`src/rtl/hmeg_pkg.sv`:
```
// hmeg_pkg: shared constants, register codes and controller/datapath handshake types
`timescale 1ns / 1ps

package hmeg_pkg;

    // field widths
    localparam int IDX_W     = 10;
    localparam int ORD_W     = 11;
    localparam int MODE_W    = 2;
    localparam int CFG_IDX_W = 1;

    // largest order the block accepts by default
    localparam int MAX_ORDER_DEF = 1024;

    // configuration register indexes
    localparam logic [CFG_IDX_W-1:0] REG_MATRIX_ORDER      = 1'b0;
    localparam logic [CFG_IDX_W-1:0] REG_CONSTRUCTION_MODE = 1'b1;

    // register reset values
    localparam logic [ORD_W-1:0]  ORDER_RESET = 11'd4;

    // construction modes
    localparam logic [MODE_W-1:0] MODE_SYLVESTER = 2'd0;
    localparam logic [MODE_W-1:0] MODE_PALEY1    = 2'd1;
    localparam logic [MODE_W-1:0] MODE_PALEY2    = 2'd2;

    localparam logic [MODE_W-1:0] MODE_RESET = MODE_SYLVESTER;

    // commands from the controller to the datapath
    typedef struct packed {
        logic capture;
        logic prep;
        logic classify;
        logic mul_start;
        logic mul_step;
        logic out_load;
    } hmeg_cmd_t;

    // status from the datapath to the controller
    typedef struct packed {
        logic need_euler;
        logic exp_zero;
        logic cnt_zero;
    } hmeg_status_t;

endpackage

```
`src/rtl/hmeg_ctrl.sv`:
```
// hmeg_ctrl: sequencing state machine and result word handshake
`timescale 1ns / 1ps

module hmeg_ctrl
    import hmeg_pkg::*;
(
    input  logic         clk,
    input  logic         rst_n,
    input  logic         in_valid,
    output logic         in_stall,
    output logic         out_valid,
    input  logic         out_stall,
    input  hmeg_status_t status,
    output hmeg_cmd_t    cmd
);

    typedef enum logic [5:0] {
        S_IDLE  = 6'b000001,
        S_PREP  = 6'b000010,
        S_CLASS = 6'b000100,
        S_CHECK = 6'b001000,
        S_MUL   = 6'b010000,
        S_DONE  = 6'b100000
    } state_t;

    state_t state_reg;
    state_t state_next;
    logic   out_valid_reg;
    logic   out_valid_next;

    // next state and commands
    always_comb
    begin
        cmd        = '0;
        state_next = state_reg;
        unique case (state_reg)
            S_IDLE:
            begin
                if (in_valid)
                begin
                    cmd.capture = 1'b1;
                    state_next  = S_PREP;
                end
            end
            S_PREP:
            begin
                cmd.prep   = 1'b1;
                state_next = S_CLASS;
            end
            S_CLASS:
            begin
                cmd.classify = 1'b1;
                state_next   = S_CHECK;
            end
            S_CHECK:
            begin
                if (status.need_euler && !status.exp_zero)
                begin
                    cmd.mul_start = 1'b1;
                    state_next    = S_MUL;
                end
                else
                begin
                    state_next = S_DONE;
                end
            end
            S_MUL:
            begin
                cmd.mul_step = 1'b1;
                if (status.cnt_zero)
                begin
                    state_next = S_CHECK;
                end
            end
            S_DONE:
            begin
                if (!out_valid_reg || !out_stall)
                begin
                    cmd.out_load = 1'b1;
                    state_next   = S_IDLE;
                end
            end
            default:
            begin
                state_next = S_IDLE;
            end
        endcase
    end

    // output word valid flag
    always_comb
    begin
        priority if (cmd.out_load)
            out_valid_next = 1'b1;
        else if (!out_stall)
            out_valid_next = 1'b0;
        else
            out_valid_next = out_valid_reg;
    end

    always_ff @(posedge clk or negedge rst_n)
    begin
        if (!rst_n)
        begin
            state_reg     <= S_IDLE;
            out_valid_reg <= 1'b0;
        end
        else
        begin
            state_reg     <= state_next;
            out_valid_reg <= out_valid_next;
        end
    end

    assign in_stall  = (state_reg != S_IDLE);
    assign out_valid = out_valid_reg;

endmodule

```
`src/rtl/hmeg_dp.sv`:
```
// hmeg_dp: configuration registers, entry classification and bit-serial modular exponentiation
`timescale 1ns / 1ps

module hmeg_dp
    import hmeg_pkg::*;
#(
    parameter int MAX_ORDER = MAX_ORDER_DEF
)
(
    input  logic                 clk,
    input  logic                 rst_n,
    input  logic                 cfg_write,
    input  logic [CFG_IDX_W-1:0] cfg_index,
    input  logic [ORD_W-1:0]     cfg_data,
    input  logic [IDX_W-1:0]     row_index,
    input  logic [IDX_W-1:0]     col_index,
    input  hmeg_cmd_t            cmd,
    output hmeg_status_t         status,
    output logic                 entry_negative,
    output logic                 invalid
);

    // modulus width and bit counter width
    localparam int QW = $clog2(MAX_ORDER);
    localparam int CW = (QW > 1) ? $clog2(QW) : 1;
    localparam logic [CW-1:0] CNT_TOP = CW'(QW - 1);

    // configuration
    logic [ORD_W-1:0]  order_reg;
    logic [MODE_W-1:0] mode_reg;

    // captured request
    logic [IDX_W-1:0] row_reg;
    logic [IDX_W-1:0] col_reg;

    // prepared operands
    logic             ok_reg;
    logic [QW-1:0]    q_reg;
    logic [IDX_W-1:0] rr_reg;
    logic [IDX_W-1:0] cc_reg;
    logic             rb_reg;
    logic             cb_reg;
    logic             syl_neg_reg;
    logic             syl_mode_reg;
    logic             pal2_mode_reg;

    // classification and exponentiation state
    logic             direct_neg_reg;
    logic             inv_reg;
    logic             euler_reg;
    logic [QW-1:0]    exp_reg;
    logic [QW-1:0]    res_reg;
    logic [QW-1:0]    base_reg;
    logic [QW-1:0]    acc_r_reg;
    logic [QW-1:0]    acc_b_reg;
    logic [CW-1:0]    cnt_reg;

    // result word
    logic entry_negative_reg;
    logic invalid_reg;

    // prep logic signals
    logic [ORD_W-1:0] q1;
    logic [IDX_W-1:0] half;
    logic [IDX_W-1:0] q2;
    logic             n_ok;
    logic             ord_ok;
    logic             rb;
    logic             cb;
    logic [IDX_W-1:0] rr;
    logic [IDX_W-1:0] cc;

    // classify logic signals
    logic             eq;
    logic             rz;
    logic             cz;
    logic             direct_neg;
    logic             inv;
    logic             euler;
    logic [QW:0]      diff;
    logic [QW-1:0]    a_mod;

    // multiplier step results
    logic [QW-1:0]    acc_r_next;
    logic [QW-1:0]    acc_b_next;
    logic             nonres;

    // one step of interleaved multiply and reduce: 2*acc + bit*y, mod q
    function automatic logic [QW-1:0] mm_step(
        input logic [QW-1:0] acc,
        input logic          bitv,
        input logic [QW-1:0] y,
        input logic [QW-1:0] q
    );
        logic [QW:0] t;
        t = {acc, 1'b0};
        if (t >= {1'b0, q})
            t = t - {1'b0, q};
        if (bitv)
            t = t + {1'b0, y};
        if (t >= {1'b0, q})
            t = t - {1'b0, q};
        return t[QW-1:0];
    endfunction

    // configuration registers
    always_ff @(posedge clk or negedge rst_n)
    begin
        if (!rst_n)
        begin
            order_reg <= ORDER_RESET;
            mode_reg  <= MODE_RESET;
        end
        else if (cfg_write)
        begin
            unique case (cfg_index)
                REG_MATRIX_ORDER:      order_reg <= cfg_data;
                REG_CONSTRUCTION_MODE: mode_reg  <= cfg_data[MODE_W-1:0];
                default:               ;
            endcase
        end
    end

    // order tests, modulus and block-folded indexes
    always_comb
    begin
        q1   = order_reg - ORD_W'(1);
        half = order_reg[ORD_W-1:1];
        q2   = half - IDX_W'(1);
        n_ok = (order_reg != '0)
            && (32'(order_reg) <= 32'(MAX_ORDER))
            && ({1'b0, row_reg} < order_reg)
            && ({1'b0, col_reg} < order_reg);
        unique case (mode_reg)
            MODE_SYLVESTER: ord_ok = ((order_reg & q1) == '0);
            MODE_PALEY1:    ord_ok = (q1[1:0] == 2'd3);
            MODE_PALEY2:    ord_ok = !order_reg[0] && (q2[1:0] == 2'd1);
            default:        ord_ok = 1'b0;
        endcase
        rb = (mode_reg == MODE_PALEY2) && (row_reg >= half);
        cb = (mode_reg == MODE_PALEY2) && (col_reg >= half);
        rr = rb ? row_reg - half : row_reg;
        cc = cb ? col_reg - half : col_reg;
    end

    // entry class and Euler base (rr - cc) mod q
    always_comb
    begin
        eq   = (rr_reg == cc_reg);
        rz   = (rr_reg == '0);
        cz   = (cc_reg == '0);
        inv  = 1'b0;
        euler = 1'b0;
        direct_neg = 1'b0;
        priority if (syl_mode_reg)
        begin
            direct_neg = syl_neg_reg;
        end
        else if (pal2_mode_reg)
        begin
            inv = rb_reg & cb_reg;
            priority if (eq)
                direct_neg = rb_reg | cb_reg;
            else if (rz || cz)
                direct_neg = rb_reg & cb_reg;
            else
                euler = 1'b1;
        end
        else
        begin
            priority if (rz || eq)
                direct_neg = 1'b0;
            else if (cz)
                direct_neg = 1'b1;
            else
                euler = 1'b1;
        end
        diff  = {1'b0, QW'(rr_reg)} - {1'b0, QW'(cc_reg)};
        a_mod = diff[QW] ? diff[QW-1:0] + q_reg : diff[QW-1:0];
    end

    // multiplier pair: res*base and base*base share the bit counter
    assign acc_r_next = mm_step(acc_r_reg, res_reg[cnt_reg], base_reg, q_reg);
    assign acc_b_next = mm_step(acc_b_reg, base_reg[cnt_reg], base_reg, q_reg);
    assign nonres     = (res_reg != QW'(1));

    // datapath registers
    always_ff @(posedge clk)
    begin
        if (cmd.capture)
        begin
            row_reg <= row_index;
            col_reg <= col_index;
        end
        if (cmd.prep)
        begin
            ok_reg        <= n_ok & ord_ok;
            q_reg         <= (mode_reg == MODE_PALEY2) ? QW'(q2) : QW'(q1);
            rr_reg        <= rr;
            cc_reg        <= cc;
            rb_reg        <= rb;
            cb_reg        <= cb;
            syl_neg_reg   <= ^(row_reg & col_reg);
            syl_mode_reg  <= (mode_reg == MODE_SYLVESTER);
            pal2_mode_reg <= (mode_reg == MODE_PALEY2);
        end
        if (cmd.classify)
        begin
            direct_neg_reg <= direct_neg;
            inv_reg        <= inv;
            euler_reg      <= ok_reg & euler;
            exp_reg        <= q_reg >> 1;
            res_reg        <= (q_reg == QW'(1)) ? '0 : QW'(1);
            base_reg       <= a_mod;
        end
        if (cmd.mul_start)
        begin
            acc_r_reg <= '0;
            acc_b_reg <= '0;
            cnt_reg   <= CNT_TOP;
        end
        if (cmd.mul_step)
        begin
            acc_r_reg <= acc_r_next;
            acc_b_reg <= acc_b_next;
            cnt_reg   <= cnt_reg - CW'(1);
            // last bit: store the square, the product if exp_reg[0], and shift exp_reg
            if (cnt_reg == '0)
            begin
                base_reg <= acc_b_next;
                if (exp_reg[0])
                    res_reg <= acc_r_next;
                exp_reg <= exp_reg >> 1;
            end
        end
        if (cmd.out_load)
        begin
            entry_negative_reg <= ok_reg & (euler_reg ? (nonres ^ inv_reg) : direct_neg_reg);
            invalid_reg        <= !ok_reg;
        end
    end

    assign status.need_euler = euler_reg;
    assign status.exp_zero   = (exp_reg == '0);
    assign status.cnt_zero   = (cnt_reg == '0);

    assign entry_negative = entry_negative_reg;
    assign invalid        = invalid_reg;

endmodule

```
`src/rtl/hadamard_matrix_entry_generator.sv`:
```
// hadamard_matrix_entry_generator: top level joining the controller and the datapath
//
//   channel  handshake              word
//   -------  ---------------------  -----------------------------------
//   in       in_valid / in_stall    row_index, col_index
//   out      out_valid / out_stall  entry_negative, invalid
//   cfg      cfg_valid / cfg_ready  cfg_index, cfg_data
//
// a word is taken in S_IDLE and passes S_PREP, S_CLASS and S_CHECK before S_DONE loads
// its result word; for a Paley core entry S_MUL and S_CHECK first raise the Euler base
// to the power (q - 1) / 2 by square and multiply; none runs for Sylvester entries,
// special Paley entries and invalid requests; the bit-serial multiplier pair takes
// one bit per cycle over QW = clog2(MAX_ORDER) bits; no new word until the result loads
// rst_n clears the state machine and the output valid flag, order 4, Sylvester mode
// a new word is taken while a finished result waits under out_stall
`timescale 1ns / 1ps

module hadamard_matrix_entry_generator
    import hmeg_pkg::*;
#(
    parameter int MAX_ORDER = MAX_ORDER_DEF
)
(
    input  logic                 clk,
    input  logic                 rst_n,
    input  logic                 in_valid,
    output logic                 in_stall,
    input  logic [IDX_W-1:0]     row_index,
    input  logic [IDX_W-1:0]     col_index,
    output logic                 out_valid,
    input  logic                 out_stall,
    output logic                 entry_negative,
    output logic                 invalid,
    input  logic                 cfg_valid,
    output logic                 cfg_ready,
    input  logic [CFG_IDX_W-1:0] cfg_index,
    input  logic [ORD_W-1:0]     cfg_data
);

    hmeg_cmd_t    cmd;
    hmeg_status_t status;

    // registers are always writable
    assign cfg_ready = 1'b1;

    // sequencer
    hmeg_ctrl u_ctrl
    (
        .clk       (clk),
        .rst_n     (rst_n),
        .in_valid  (in_valid),
        .in_stall  (in_stall),
        .out_valid (out_valid),
        .out_stall (out_stall),
        .status    (status),
        .cmd       (cmd)
    );

    // arithmetic and configuration
    hmeg_dp #(
        .MAX_ORDER (MAX_ORDER)
    ) u_dp
    (
        .clk            (clk),
        .rst_n          (rst_n),
        .cfg_write      (cfg_valid & cfg_ready),
        .cfg_index      (cfg_index),
        .cfg_data       (cfg_data),
        .row_index      (row_index),
        .col_index      (col_index),
        .cmd            (cmd),
        .status         (status),
        .entry_negative (entry_negative),
        .invalid        (invalid)
    );

endmodule

```
`config.mk`:
```
export PLATFORM = sky130hd
export DESIGN_NAME = hadamard_matrix_entry_generator
export DESIGN_NICKNAME = d
export VERILOG_FILES = /design/src/rtl/hmeg_pkg.sv /design/src/rtl/hmeg_ctrl.sv /design/src/rtl/hmeg_dp.sv /design/src/rtl/hadamard_matrix_entry_generator.sv
export SDC_FILE = /design/constraint.sdc
export NUM_CORES = 1
export LEC_CHECK = 0
export ABC_AREA = 1
export ABC_CLOCK_PERIOD_IN_PS = 14600
export BUFFER_PORTS_ARGS = -buffer_cell sky130_fd_sc_hd__buf_4
export CAP_MARGIN = 10
export CORE_MARGIN = 2
export CORE_UTILIZATION = 62
export CTS_BUF_LIST = sky130_fd_sc_hd__clkbuf_16
export CTS_CLUSTER_SIZE = 24
export DETAILED_ROUTE_END_ITERATION = 10
export HOLD_SLACK_MARGIN = 0.06
export PLACE_DENSITY_LB_ADDON = 0.15
export SLEW_MARGIN = 40
export SYNTH_ARGS = -nofsm -noshare
export SYNTH_HDL_FRONTEND = slang
export SYNTH_SLANG_ARGS = --single-unit
```
`constraint.sdc`:
```
create_clock -name clk -period 14.6 [get_ports clk]
set_input_delay 0.73 -clock clk [delete_from_list [all_inputs] [get_ports clk]]
set_output_delay 0.73 -clock clk [all_outputs]
set_load 0.05 [all_outputs]
```
==> flow_summary_export.csv <==
group,metric,value,unit
status,outcome,"finished, final reports clean",
yosys,synthTopCellsByCount,"nand2_1 (434), inv_1 (209), nand3_1 (134)",
global_route,track_usage,32.62,%
global_route,overflow,0,
cells_and_area,fillers,1708,
placement,dp_hpwl,26240,µm
power,vdd_drop_max,0.09042,mV
worst_setup_path,startpoint,"u_dp.q_reg[1]",
routing,drt_wl_total,33730,µm
floorplan,rows,51,
clock_network,cts_setup_buffers,0,
yosys,synth_top_area_cell,"edfxtp_1",
cells_and_area,final_cells,2006,
sta,fin_worst_skew,0.01087,ns
clock_network,cts_hold_buf,0,
yosys,yosysTopAreaCellShare,20.82,%
worst_setup_path,timing.critical_path.slowest_cell_delay,0.63,ns
sta,rsz0062_at_grt,"false",
yosys,ys_types,49,
cells_and_area,fin_nets,1907,
worst_setup_path,startpoint_type,"flop",
yosys,synth-edff-count,85,
worst_setup_path,r2r_start,"u_dp.q_reg[1]",
routing,final_antenna_net_count,0,
cells_and_area,syn2layout_area_growth,9.144,%
yosys,syn-instance-count,1694,
placement,place_congestion,0.9953,
routing,vias,11530,
worst_setup_path,crit_slowest_cell,"a21oi_1",
placement,portBuffers,40,
clock_network,cts_root_buf,"clkbuf_16",
routing,vias_per_cell,5.746,
sta,finalWorstSetupSlack,8.685,ns
clock_network,cts_max_path_buffers,2,
floorplan,start_util,62.99,%
sta,period_needed,5.915,ns
sta,hold_viol,0,
worst_setup_path,end_kind,"flop",
worst_setup_path,cp_common_cell,"nand2_1",
global_route,grt_pass1_wl,51920,µm
worst_setup_path,cp.arrival,6.08,ns
clock_network,post_cts_resized,0,
sta,fmax,169.1,MHz
yosys,ys_async_sr_fraction,14.81,%
clock_network,cts_sinks,135,
cells_and_area,drive_gt1_share,7.410,%
clock_network,cts_buffers,17,
yosys,netlist_top_cells_area,"edfxtp_1 (21%), ha_1 (13%), nand2_1 (13%)",
yosys,ys_warn_count,0,
routing,drt_iter0_markers,681,
placement,dp_cells,1974,
worst_setup_path,rr_worst_depth,28,
floorplan,die_h,144.6,µm
floorplan,core-area,19460,µm²
yosys,syn_area,12260,µm²
sta,max_slew.worst_pin.slew,0.8081,ns
worst_setup_path,critical_path_class,"flop to flop",
clock_network,htree_levels,4,
floorplan,io_pins,42,
cells_and_area,largest_reg_flops,11,
routing,avgRoutedWirePerCell,16.81,µm
global_route,grt_pass1_vias,10680,
worst_setup_path,cp_max_fo,12,
hold_path,hold_class,"input port to async pin",
routing,drcViolationCount,0,
floorplan,die_area,20910,µm²
clock_network,cts_tree,"done",
run,drv_cap,0,
global_route,antenna_found_initial,0,
sta,setup_viol,0,
yosys,synth-seq-cells,135,
sta,finalCritPeriodShare,40.52,%
sta,relSlewSlack,46.00,%
clock_network,clk_latency,0.44,ns
yosys,syn_avg_cell_area,7.237,µm²
placement,dp_slack,8.736,ns
yosys,synth_most_common_cell,"nand2_1",
sta,maxSlewViolCount,0,
clock_network,clk_pin_slew,0.06,ns
power,power_per_cell_area,175.0,nW/µm²
power,p_leak,6.518,nW
sta,setup_tns,0,ns
worst_setup_path,required,14.76,ns
yosys,ys.flop_type,"edfxtp_1",
global_route,grt_max_degree,37,
floorplan,die_w,144.6,µm
routing,firstDrtPassIters,6,
yosys,ys_seq_area_share,29.82,%
yosys,synth_fp_nets,1873,
sta,fin_hold_ws,0.1530,ns
cells_and_area,diodes,0,
==> cell usage in the layout (no fill, tap or decap), types with 18 or more instances in the layout <==
master,instances
o21ai_0,112
nand4_1,25
clkbuf_16,20
xnor2_1,36
xor2_1,44
nor3_1,18
buf_4,46
nor2_1,129
inv_1,209
a21oi_1,109
dfrtp_1,18
ha_1,132
edfxtp_1,85
nand2_1,433
dfxtp_1,30
nand3_1,134
==> metal layers <==
layer / vias to the layer above / part of all wire, % / GRT usage [%]
met2: 447 / 49 / 57.55
met3: 126 / 5.5 / 3.841
met1: 5215 / 40 / 37.56
met5: - / 0 / 0
li1: 5739 / - / -
met4: 0 / 6.0 / 20.64
==> cell families (layout without fill, tap and decap cells) <==
family	Yosys count	in the layout	synth area share (%)
AO/OA/AOI/OAI	279	279	12.43
AND/OR/NAND/NOR	804	804	28.59
buffers and inverters	251	298	8.144
adder cells (fa/ha/maj)	142	142	15.11
XOR/XNOR	80	80	5.715
multiplexers	2	2	0.1633
other	1	1	0.03059
flip-flops	135	135	29.82
==> cell type report <==
type                       count  area [µm²]  share of cell area (%)
clock inverter                12       107.6                  0.8042
inverter                     220       825.8                   6.172
multi-input combinational   1308        7614                   56.90
timing repair buffer          46       345.3                   2.581
tap                          265       331.6                   2.478
sequential                   135        3656                   27.32
clock buffer                  20       500.5                   3.740
==> critical path: cells and delay by family, from the launching register on <==
family                     cells  cell delay, ns
DFF                            1            0.51
adders and majority gates      4            1.15
AOI/OAI and AO/OA              4            1.30
and+or+nand+nor               15            1.93
xor gates and xnor gates       1            0.14
buffers and inverters          4            0.58
==> power by group <==
| group | internal, W | total (W) | switching (W) |
|---|---|---|---|
| Sequential | 0.000504 | 0.000599 | 0.0000954 |
| Clock | 0.000266 | 0.000443 | 0.000176 |
| Combinational | 0.000464 | 0.00130 | 0.000835 |
| Total | 0.00123 | 0.00234 | 0.00111 |
==> final timing paths <==
| kind | endpoint | slack [ns] |
|---|---|---|
| max in group asynchronous | u_dp.order_reg[2] | 14.18 |
| min in group clk | u_dp.row_reg[8] | 0.46 |
| max | u_dp.acc_r_reg[6] | 8.68 |
| max reg2reg | u_dp.acc_r_reg[6] | 8.68 |
| min | u_ctrl.state_reg[1] | 0.15 |
| min reg2reg | u_dp.exp_reg[9] | 0.47 |
==> metrics by stage <==
stage | instance area, µm² | util, % | power, W
after floorplan | 12260 | - | 0.001546
after global routing | 13380 | 68.75 | 0.002506
final | 13380 | 68.75 | 0.002341
after detailed placement | 12770 | 65.59 | 0.001867
after CTS | 13370 | 68.72 | 0.002316
after global placement | 12760 | 65.58 | 0.001854
Power figures use the tool's default switching activity.
